**src/hdl/h264nal_pkg.sv**
```systemverilog
package h264nal_pkg;

   localparam int BYTE_W      = 8;
   localparam int TYPE_W      = 5;
   localparam int BATCH_DEPTH = 4;
   localparam int COUNT_W     = 3;

   localparam logic [BYTE_W-1:0]  ZERO_BYTE    = 8'h00;
   localparam logic [BYTE_W-1:0]  START_BYTE   = 8'h01;
   localparam logic [TYPE_W-1:0]  TYPE_MASK    = 5'h1f;
   localparam logic [1:0]         ZERO_RUN_MAX = 2'd2;
   localparam logic [COUNT_W-1:0] HELD_MAX     = 3'd4;

   // Results produced by one input transaction, handed to the result buffer
   typedef struct packed {
      logic [COUNT_W-1:0]                  count;
      logic [BATCH_DEPTH-1:0][BYTE_W-1:0] bytes;
      logic [TYPE_W-1:0]                   unit_type;
      logic                                first;
      logic                                last;
   } batch_type;

endpackage

```
**src/hdl/h264nal_ifs.sv**
```systemverilog
interface h264nal_req_if;
   logic       valid;
   logic       ready;
   logic [7:0] data_byte;
   logic       buffer_end;

   modport source (output valid, output data_byte, output buffer_end, input ready);
   modport sink   (input valid, input data_byte, input buffer_end, output ready);
endinterface

interface h264nal_rsp_if;
   logic       valid;
   logic       ready;
   logic [7:0] payload_byte;
   logic [4:0] unit_type;
   logic       unit_first;
   logic       unit_last;
   logic       run_end;

   modport source (output valid, output payload_byte, output unit_type,
                   output unit_first, output unit_last, output run_end, input ready);
   modport sink   (input valid, input payload_byte, input unit_type,
                   input unit_first, input unit_last, input run_end, output ready);
endinterface

```
**src/hdl/h264nal_parser.sv**
```systemverilog
module h264nal_parser (
   input  logic                                clock,
   input  logic                                reset,
   input  logic                                accept,
   input  logic [h264nal_pkg::BYTE_W-1:0]      data_byte,
   input  logic                                buffer_end,
   output h264nal_pkg::batch_type              batch
);

   logic                               inside_ff, inside_in;
   logic                               expect_ff, expect_in;
   logic [1:0]                         zero_run_ff, zero_run_in;
   logic [h264nal_pkg::TYPE_W-1:0]     type_ff, type_in;
   logic [h264nal_pkg::COUNT_W-1:0]    held_count_ff, held_count_in;
   logic [h264nal_pkg::BYTE_W-1:0]     held_byte_ff, held_byte_in;

   logic                               start_seen;
   logic                               lead_nonzero;
   logic [h264nal_pkg::BYTE_W-1:0]     lead;
   logic [h264nal_pkg::COUNT_W-1:0]    cnt;
   logic [h264nal_pkg::COUNT_W-1:0]    cnt_last;
   logic                               last;
   logic                               tail_is_data;

   // Only the oldest held byte can be nonzero; the rest are implied zeros
   assign lead         = (held_count_ff == '0) ? data_byte : held_byte_ff;
   assign lead_nonzero = (held_byte_ff != h264nal_pkg::ZERO_BYTE);
   assign start_seen   = (data_byte == h264nal_pkg::START_BYTE) &&
                         ((held_count_ff == h264nal_pkg::HELD_MAX) ||
                          (held_count_ff == 3'd3) ||
                          ((held_count_ff == 3'd2) && !lead_nonzero));

   // Decide results and next parser state
   always_comb begin
      inside_in     = inside_ff;
      expect_in     = expect_ff;
      zero_run_in   = zero_run_ff;
      type_in       = type_ff;
      held_count_in = held_count_ff;
      held_byte_in  = held_byte_ff;
      cnt           = '0;
      last          = 1'b0;
      tail_is_data  = 1'b0;

      if (!inside_ff) begin
         // Search for the first start code
         priority if ((data_byte == h264nal_pkg::START_BYTE) &&
                      (zero_run_ff == h264nal_pkg::ZERO_RUN_MAX)) begin
            inside_in     = 1'b1;
            expect_in     = 1'b1;
            held_count_in = '0;
            zero_run_in   = '0;
         end else if (data_byte == h264nal_pkg::ZERO_BYTE) begin
            if (zero_run_ff != h264nal_pkg::ZERO_RUN_MAX) begin
               zero_run_in = zero_run_ff + 2'd1;
            end
         end else begin
            zero_run_in = '0;
         end
      end else begin
         priority if (start_seen) begin
            // Close the unit; trim up to one zero ahead of the start code
            if ((held_count_ff == h264nal_pkg::HELD_MAX) ||
                ((held_count_ff == 3'd3) && lead_nonzero)) begin
               cnt  = 3'd1;
               last = 1'b1;
            end
            held_count_in = '0;
         end else if (buffer_end) begin
            // Flush everything held plus the new byte; drop one zero if overfull
            cnt          = (held_count_ff >= 3'd3) ? h264nal_pkg::HELD_MAX
                                                   : held_count_ff + 3'd1;
            last         = 1'b1;
            tail_is_data = 1'b1;
         end else if (data_byte != h264nal_pkg::ZERO_BYTE) begin
            // Release the held bytes, hold the new one
            cnt           = held_count_ff;
            held_count_in = 3'd1;
            held_byte_in  = data_byte;
         end else if (held_count_ff == h264nal_pkg::HELD_MAX) begin
            // Window full and new byte zero: release the oldest byte
            cnt          = 3'd1;
            held_byte_in = h264nal_pkg::ZERO_BYTE;
         end else begin
            held_count_in = held_count_ff + 3'd1;
            if (held_count_ff == '0) begin
               held_byte_in = data_byte;
            end
         end

         if (cnt != '0) begin
            expect_in = 1'b0;
            type_in   = batch.unit_type;
         end
         if (start_seen) begin
            expect_in = 1'b1;
         end
      end

      // Buffer end returns the parser to its reset state
      if (buffer_end) begin
         inside_in     = 1'b0;
         expect_in     = 1'b0;
         zero_run_in   = '0;
         type_in       = '0;
         held_count_in = '0;
      end
   end

   // Build the result list
   assign cnt_last = cnt - 3'd1;

   always_comb begin
      batch.count     = cnt;
      batch.last      = last;
      batch.first     = expect_ff && (cnt != '0);
      batch.unit_type = expect_ff ? (lead[h264nal_pkg::TYPE_W-1:0] & h264nal_pkg::TYPE_MASK)
                                  : type_ff;
      for (int i = 0; i < h264nal_pkg::BATCH_DEPTH; i++) begin
         if (i == 0) begin
            batch.bytes[i] = lead;
         end else if (tail_is_data && (cnt_last == i[h264nal_pkg::COUNT_W-1:0])) begin
            batch.bytes[i] = data_byte;
         end else begin
            batch.bytes[i] = h264nal_pkg::ZERO_BYTE;
         end
      end
   end

   // Advance parser state on each accepted transaction
   always_ff @(posedge clock) begin
      if (reset) begin
         inside_ff     <= 1'b0;
         expect_ff     <= 1'b0;
         zero_run_ff   <= '0;
         type_ff       <= '0;
         held_count_ff <= '0;
      end else if (accept) begin
         inside_ff     <= inside_in;
         expect_ff     <= expect_in;
         zero_run_ff   <= zero_run_in;
         type_ff       <= type_in;
         held_count_ff <= held_count_in;
      end
   end

   // Held byte carries payload only
   always_ff @(posedge clock) begin
      if (accept) begin
         held_byte_ff <= held_byte_in;
      end
   end

endmodule

```
**src/hdl/h264nal_batch.sv**
```systemverilog
module h264nal_batch (
   input  logic                             clock,
   input  logic                             reset,
   input  logic                             load,
   input  h264nal_pkg::batch_type           batch,
   output logic                             load_ready,
   input  logic                             out_ready,
   output logic                             out_valid,
   output logic [h264nal_pkg::BYTE_W-1:0]   out_byte,
   output logic [h264nal_pkg::TYPE_W-1:0]   out_type,
   output logic                             out_first,
   output logic                             out_last,
   output logic                             out_end
);

   logic [h264nal_pkg::BATCH_DEPTH-1:0][h264nal_pkg::BYTE_W-1:0] bytes_ff, bytes_in;
   logic [h264nal_pkg::COUNT_W-1:0]   count_ff, count_in;
   logic [h264nal_pkg::TYPE_W-1:0]    type_ff, type_in;
   logic                              first_ff, first_in;
   logic                              last_ff, last_in;

   logic                              out_valid_ff, out_valid_in;
   logic [h264nal_pkg::BYTE_W-1:0]    out_byte_ff, out_byte_in;
   logic [h264nal_pkg::TYPE_W-1:0]    out_type_ff, out_type_in;
   logic                              out_first_ff, out_first_in;
   logic                              out_last_ff, out_last_in;
   logic                              out_end_ff, out_end_in;

   logic                              take;
   logic                              final_entry;

   assign take        = !out_valid_ff || out_ready;
   assign final_entry = (count_ff == 3'd1);
   assign load_ready  = (count_ff == '0) || (final_entry && take);

   // Refill the output register from the head of the buffer
   always_comb begin
      out_valid_in = out_valid_ff;
      out_byte_in  = out_byte_ff;
      out_type_in  = out_type_ff;
      out_first_in = out_first_ff;
      out_last_in  = out_last_ff;
      out_end_in   = out_end_ff;
      if (take) begin
         out_valid_in = (count_ff != '0);
         out_byte_in  = bytes_ff[0];
         out_type_in  = type_ff;
         out_first_in = first_ff;
         out_last_in  = last_ff && final_entry;
         out_end_in   = final_entry;
      end
   end

   // Load a new list or shift the current one down
   always_comb begin
      bytes_in = bytes_ff;
      count_in = count_ff;
      type_in  = type_ff;
      first_in = first_ff;
      last_in  = last_ff;
      priority if (load) begin
         bytes_in = batch.bytes;
         count_in = batch.count;
         type_in  = batch.unit_type;
         first_in = batch.first;
         last_in  = batch.last;
      end else if (take && (count_ff != '0)) begin
         for (int i = 0; i < h264nal_pkg::BATCH_DEPTH - 1; i++) begin
            bytes_in[i] = bytes_ff[i+1];
         end
         count_in = count_ff - 3'd1;
         first_in = 1'b0;
      end
   end

   always_ff @(posedge clock) begin
      if (reset) begin
         count_ff     <= '0;
         out_valid_ff <= 1'b0;
      end else begin
         count_ff     <= count_in;
         out_valid_ff <= out_valid_in;
      end
   end

   // Payload registers
   always_ff @(posedge clock) begin
      bytes_ff     <= bytes_in;
      type_ff      <= type_in;
      first_ff     <= first_in;
      last_ff      <= last_in;
      out_byte_ff  <= out_byte_in;
      out_type_ff  <= out_type_in;
      out_first_ff <= out_first_in;
      out_last_ff  <= out_last_in;
      out_end_ff   <= out_end_in;
   end

   assign out_valid = out_valid_ff;
   assign out_byte  = out_byte_ff;
   assign out_type  = out_type_ff;
   assign out_first = out_first_ff;
   assign out_last  = out_last_ff;
   assign out_end   = out_end_ff;

endmodule

```
**src/hdl/h264_annexb_nal_splitter_core.sv**
```systemverilog
// Channel   Modport  Carries
// req_if    sink     data_byte, buffer_end: one stream byte per transaction
// rsp_if    source   payload_byte, unit_type, unit_first, unit_last, run_end
//
// One input byte is taken per cycle while req_if.ready is high; it yields
// zero to four result bytes. Results leave one per cycle while rsp_if is
// ready, via the result buffer and the output register; an input with
// more than one result holds req_if.ready low while the buffer drains.
// Reset is synchronous and clears the parser and both result stages.
// A stall on rsp_if holds the output register; input is taken meanwhile
// until the result buffer is occupied.
module h264_annexb_nal_splitter_core (
   input  logic         clock,
   input  logic         reset,
   h264nal_req_if.sink  req_if,
   h264nal_rsp_if.source rsp_if
);

   h264nal_pkg::batch_type batch;
   logic                   accept;
   logic                   load_ready;

   assign req_if.ready = load_ready;
   assign accept       = req_if.valid && load_ready;

   // Parse the byte stream into result lists
   h264nal_parser u_parser (
      .clock      (clock),
      .reset      (reset),
      .accept     (accept),
      .data_byte  (req_if.data_byte),
      .buffer_end (req_if.buffer_end),
      .batch      (batch)
   );

   // Buffer result lists and issue one result per transaction
   h264nal_batch u_batch (
      .clock      (clock),
      .reset      (reset),
      .load       (accept),
      .batch      (batch),
      .load_ready (load_ready),
      .out_ready  (rsp_if.ready),
      .out_valid  (rsp_if.valid),
      .out_byte   (rsp_if.payload_byte),
      .out_type   (rsp_if.unit_type),
      .out_first  (rsp_if.unit_first),
      .out_last   (rsp_if.unit_last),
      .out_end    (rsp_if.run_end)
   );

endmodule

```
**src/flat_wrapper.sv**
```systemverilog
// flat-port wrapper written by rule: the top's interface ports become plain ports
module h264_annexb_nal_splitter_core_flat 
  (clock, reset, req_if_valid, req_if_data_byte, req_if_buffer_end, req_if_ready, rsp_if_valid, rsp_if_payload_byte, rsp_if_unit_type, rsp_if_unit_first, rsp_if_unit_last, rsp_if_run_end, rsp_if_ready);
  h264nal_req_if req_if_i ();
  h264nal_rsp_if rsp_if_i ();
  input  logic clock;
  input  logic reset;
  input wire logic [$bits(req_if_i.valid)-1:0] req_if_valid;
  input wire logic [$bits(req_if_i.data_byte)-1:0] req_if_data_byte;
  input wire logic [$bits(req_if_i.buffer_end)-1:0] req_if_buffer_end;
  output wire logic [$bits(req_if_i.ready)-1:0] req_if_ready;
  output wire logic [$bits(rsp_if_i.valid)-1:0] rsp_if_valid;
  output wire logic [$bits(rsp_if_i.payload_byte)-1:0] rsp_if_payload_byte;
  output wire logic [$bits(rsp_if_i.unit_type)-1:0] rsp_if_unit_type;
  output wire logic [$bits(rsp_if_i.unit_first)-1:0] rsp_if_unit_first;
  output wire logic [$bits(rsp_if_i.unit_last)-1:0] rsp_if_unit_last;
  output wire logic [$bits(rsp_if_i.run_end)-1:0] rsp_if_run_end;
  input wire logic [$bits(rsp_if_i.ready)-1:0] rsp_if_ready;
  assign req_if_i.valid = req_if_valid;
  assign req_if_i.data_byte = req_if_data_byte;
  assign req_if_i.buffer_end = req_if_buffer_end;
  assign req_if_ready = req_if_i.ready;
  assign rsp_if_valid = rsp_if_i.valid;
  assign rsp_if_payload_byte = rsp_if_i.payload_byte;
  assign rsp_if_unit_type = rsp_if_i.unit_type;
  assign rsp_if_unit_first = rsp_if_i.unit_first;
  assign rsp_if_unit_last = rsp_if_i.unit_last;
  assign rsp_if_run_end = rsp_if_i.run_end;
  assign rsp_if_i.ready = rsp_if_ready;
  h264_annexb_nal_splitter_core u_core (.clock(clock), .reset(reset), .req_if(req_if_i), .rsp_if(rsp_if_i));
endmodule
```
**config.mk**
```make
export PLATFORM = sky130hd
export DESIGN_NAME = h264_annexb_nal_splitter_core_flat
export DESIGN_NICKNAME = d
export VERILOG_FILES = /design/src/hdl/h264nal_pkg.sv /design/src/hdl/h264nal_ifs.sv /design/src/hdl/h264nal_parser.sv /design/src/hdl/h264nal_batch.sv /design/src/hdl/h264_annexb_nal_splitter_core.sv /design/src/flat_wrapper.sv
export SDC_FILE = /design/constraint.sdc
export NUM_CORES = 1
export LEC_CHECK = 0
export ABC_AREA = 1
export BUFFER_PORTS_ARGS = -buffer_cell sky130_fd_sc_hd__buf_2
export CORE_MARGIN = 2
export CORE_UTILIZATION = 30
export CTS_BUF_LIST = sky130_fd_sc_hd__clkbuf_8 sky130_fd_sc_hd__clkbuf_16
export CTS_CLUSTER_SIZE = 20
export DETAILED_ROUTE_END_ITERATION = 8
export GPL_TIMING_DRIVEN = 1
export HOLD_SLACK_MARGIN = 0.1
export PLACE_DENSITY = 0.55
export SYNTH_ARGS = -nofsm -noshare
export SYNTH_HDL_FRONTEND = slang
export SYNTH_SLANG_ARGS = --single-unit
```
**constraint.sdc**
```tcl
create_clock -name clock -period 3 [get_ports clock]
set_input_delay 0.15 -clock clock [delete_from_list [all_inputs] [get_ports clock]]
set_output_delay 0.15 -clock clock [all_outputs]
set_load 0.05 [all_outputs]
```
==> results.py <==
metrics = {
    "run_status": {
        "status": "finished, final reports clean",
    },
    "power_and_ir_drop": {
        "powerDensity_nw_per_um2": 985.1,
        "vdd_drop_max_mv": 0.3462,
        "leakage_nw": 1.706,
    },
    "setup_path": {
        "cp_slowest_stage_delay_ps": 390,
        "worstPathCellList": "inv_1, ha_1, nand2_1, inv_2, a21oi_1, nand2_1, nand2_4, nand3_1, nor2_1, nor2_1, ha_1, nand3_1, nor2_1, nand2_2, o21ai_1",
        "cp_common_cell": "nor2_1",
        "critPathRequiredTime_ps": 3180,
        "worstPathArrival_ps": 2880,
        "start_kind": "register",
        "crit_path_max_fanout": 8,
        "slowest_stage": "dfxtp_1",
        "cp-end-kind": "register",
        "reg2reg_depth": 15,
        "crit_type": "reg2reg",
    },
    "clock_network": {
        "clkSlewWorstSetupHoldPaths_ps": 60,
        "clock_latency_ps": 330,
        "cts_made_buffers": 9,
        "clock-root-buffer": "clkbuf_16",
        "ctsHoldBuffers": 0,
        "cts_max_level": 3,
        "cts_num_sinks": 79,
        "cts_setup_buffers": 0,
        "cts_resized": 0,
        "cts_tree": "done",
        "cts_max_path_buffers": 2,
    },
    "final_layout": {
        "final_nets": 426,
        "antenna_cells": 0,
        "mostFrequentLayoutCells": "nand2_1, edfxtp_1, nor2_1, inv_1, buf_2",
        "final_common_cell": "nand2_1",
        "seqCellArea_sq_um": 2212,
        "syn_to_final_growth_pct": 16.81,
        "drive_gt1_frac": 0.1980,
        "utilization": 0.3575,
        "multi_input_area_sq_um": 1279,
        "fill_cells": 1188,
    },
    "die": {
        "die-area_sq_um": 13100,
        "initial_core_util": 0.3061,
        "core_area_sq_um": 11960,
        "die_w_um": 114.5,
        "ios": 31,
        "num_rows": 40,
        "die_h_um": 114.5,
    },
    "routing": {
        "ant_nets": 0,
        "viasPerCell": 4.626,
        "vias": 2572,
        "drt_first_pass_iters": 4,
        "wl_per_cell_um": 13.11,
        "drt-total-wl_um": 7288,
        "drc_errors": 0,
        "drtIter0Drc": 233,
    },
    "hold_path": {
        "hold_depth": 3,
        "hp-class": "in2reg",
    },
    "yosys": {
        "ys_ff_latch": 79,
        "yosysSeqAreaShare": 0.6042,
        "synth_area_sq_um": 3661,
        "yosysWarningCount": 0,
        "netlist_instances": 366,
        "synth_fp_nets": 388,
        "post_synth_num_cell_types": 34,
        "postSynthAreaPerCell_sq_um": 10.00,
    },
    "sta": {
        "relSlewSlack": 0.6161,
        "fin_crit_sh": 0.8998,
        "fmax_mhz": 370.5,
        "hold_slack_ps": 174.5,
        "finalHoldViolations": 0,
        "fin_crit_ps": 2699,
        "slew_violations": 0,
        "setup_viol": 0,
        "finClkSkew_ps": 6.491,
        "worst_pin_slew_ps": 575.9,
        "fin_tns_setup_ps": 0,
        "rsz0062_at_grt": "false",
    },
    "global_routing": {
        "overflow": 0,
        "antenna_found_initial": 0,
        "first_global_vias": 2400,
        "grt_pass1_wl_um": 11940,
        "grt_max_degree": 29,
        "grt.total_usage": 0.1187,
    },
    "place": {
        "hpwlAfterDp_um": 5393,
        "io_buffers": 30,
        "gp_congestion": 0.8857,
    },
    "job": {
        "maxCapViolCount": 0,
    },
}
[worst paths after layout]
check / endpoint / slack, ps / start
setup reg to reg: u_core.u_batch.bytes_ff[15] / 300 / u_core.u_parser.held_count_ff[0]
setup / recovery: u_core.u_batch.bytes_ff[15] / 300 / u_core.u_parser.held_count_ff[0]
hold reg to reg: u_core.u_batch.out_byte[2] / 420 / u_core.u_batch.bytes_ff[2]
hold / removal: u_core.u_parser.held_byte_ff[5] / 170 / req_if_data_byte[5]
[worst max-delay path, delay by kind of cell (launching register included)]
kind | cells | cell delay [ps]
simple gates | 9 | 1220
flops | 1 | 390
compound gates | 2 | 290
buf+inv | 2 | 160
fa+ha+maj | 2 | 480
[layout make-up]
cell class,instances,area share
Clock buffer,10,0.05588
Tap cell,147,0.04301
Sequential cell,79,0.5173
Clock inverter,6,0.007314
Timing Repair Buffer,36,0.04564
Multi-Input combinational cell,243,0.2990
Inverter,35,0.03189
[routing by layer]
| layer | vias to the layer above | global-route usage | wire length (um) |
|---|---|---|---|
| li1 | 1324 | - | - |
| met1 | 1185 | 0.1595 | 3407 |
| met2 | 54 | 0.1826 | 3423 |
| met3 | 9 | 0.02753 | 325 |
| met4 | 0 | 0.05366 | 131 |
| met5 | - | 0 | 0 |
[power by group]
| part | total [mW] | leakage (nW) | switching [mW] | internal (mW) |
|---|---|---|---|---|
| logic | 1.41 | 0.792 | 1.08 | 0.333 |
| clock network | 0.976 | 0.145 | 0.404 | 0.573 |
| registers | 1.83 | 0.769 | 0.105 | 1.72 |
| total | 4.21 | 1.71 | 1.59 | 2.63 |
[flip-flops by register name, summed over array words and instances (netlist names), 2 cells and up]
register / flops
u_core.u_parser.type_ff: 5
u_core.u_batch.count_ff: 3
u_core.u_batch.bytes_ff: 32
u_core.u_batch.type_ff: 5
u_core.u_batch.out_type: 5
u_core.u_parser.zero_run_ff: 2
u_core.u_parser.held_count_ff: 3
u_core.u_batch.out_byte: 8
u_core.u_parser.held_byte_ff: 8
[cells in the mapped netlist, drive strengths merged]
library cell | number | area [sq um]
clkinv | 1 | 8.760
nand2 | 101 | 426.7
xor2 | 2 | 17.52
nor3 | 5 | 36.29
dfxtp | 16 | 320.3
edfxtp | 63 | 1892
o211a | 1 | 10.01
nor2 | 40 | 170.2
nand4 | 6 | 37.54
o21a | 1 | 7.510
buf | 5 | 22.52
a31oi | 5 | 31.28
a41oi | 1 | 8.760
o21ai | 42 | 210.2
a211oi | 2 | 15.01
a21oi | 16 | 102.6
o31ai | 2 | 20.02
nand3 | 8 | 52.55
ha | 9 | 112.6
nand3b | 1 | 7.510
a221oi | 1 | 8.760
inv | 34 | 127.6
clkbuf | 4 | 15.01
[kinds of logic (layout without fill, tap and decap cells)]
kind of cell             after synthesis  count (layout)  synth area share
AO/OA/AOI/OAI                         71              71            0.1131
buffers and inverters                 44              87           0.04750
AND/OR/NAND/NOR                      161             161            0.1996
adder cells (fa/ha/maj)                9               9           0.03076
XOR/XNOR                               2               2          0.004786
flip-flops                            79              79            0.6042
[per-stage QoR]
stage,cell area (sq um),worst slack (ps),total power [mW],instances
final,4277,300.7,4.213,556
after detailed placement,3999,332.7,3.272,539
after global placement,3999,398.6,3.226,539
after global routing,4277,15.53,4.468,556
after CTS,4269,309.9,4.262,555
after floorplan,3665,280.2,2.912,366
Note: power is estimated with default switching activity, not from simulation.
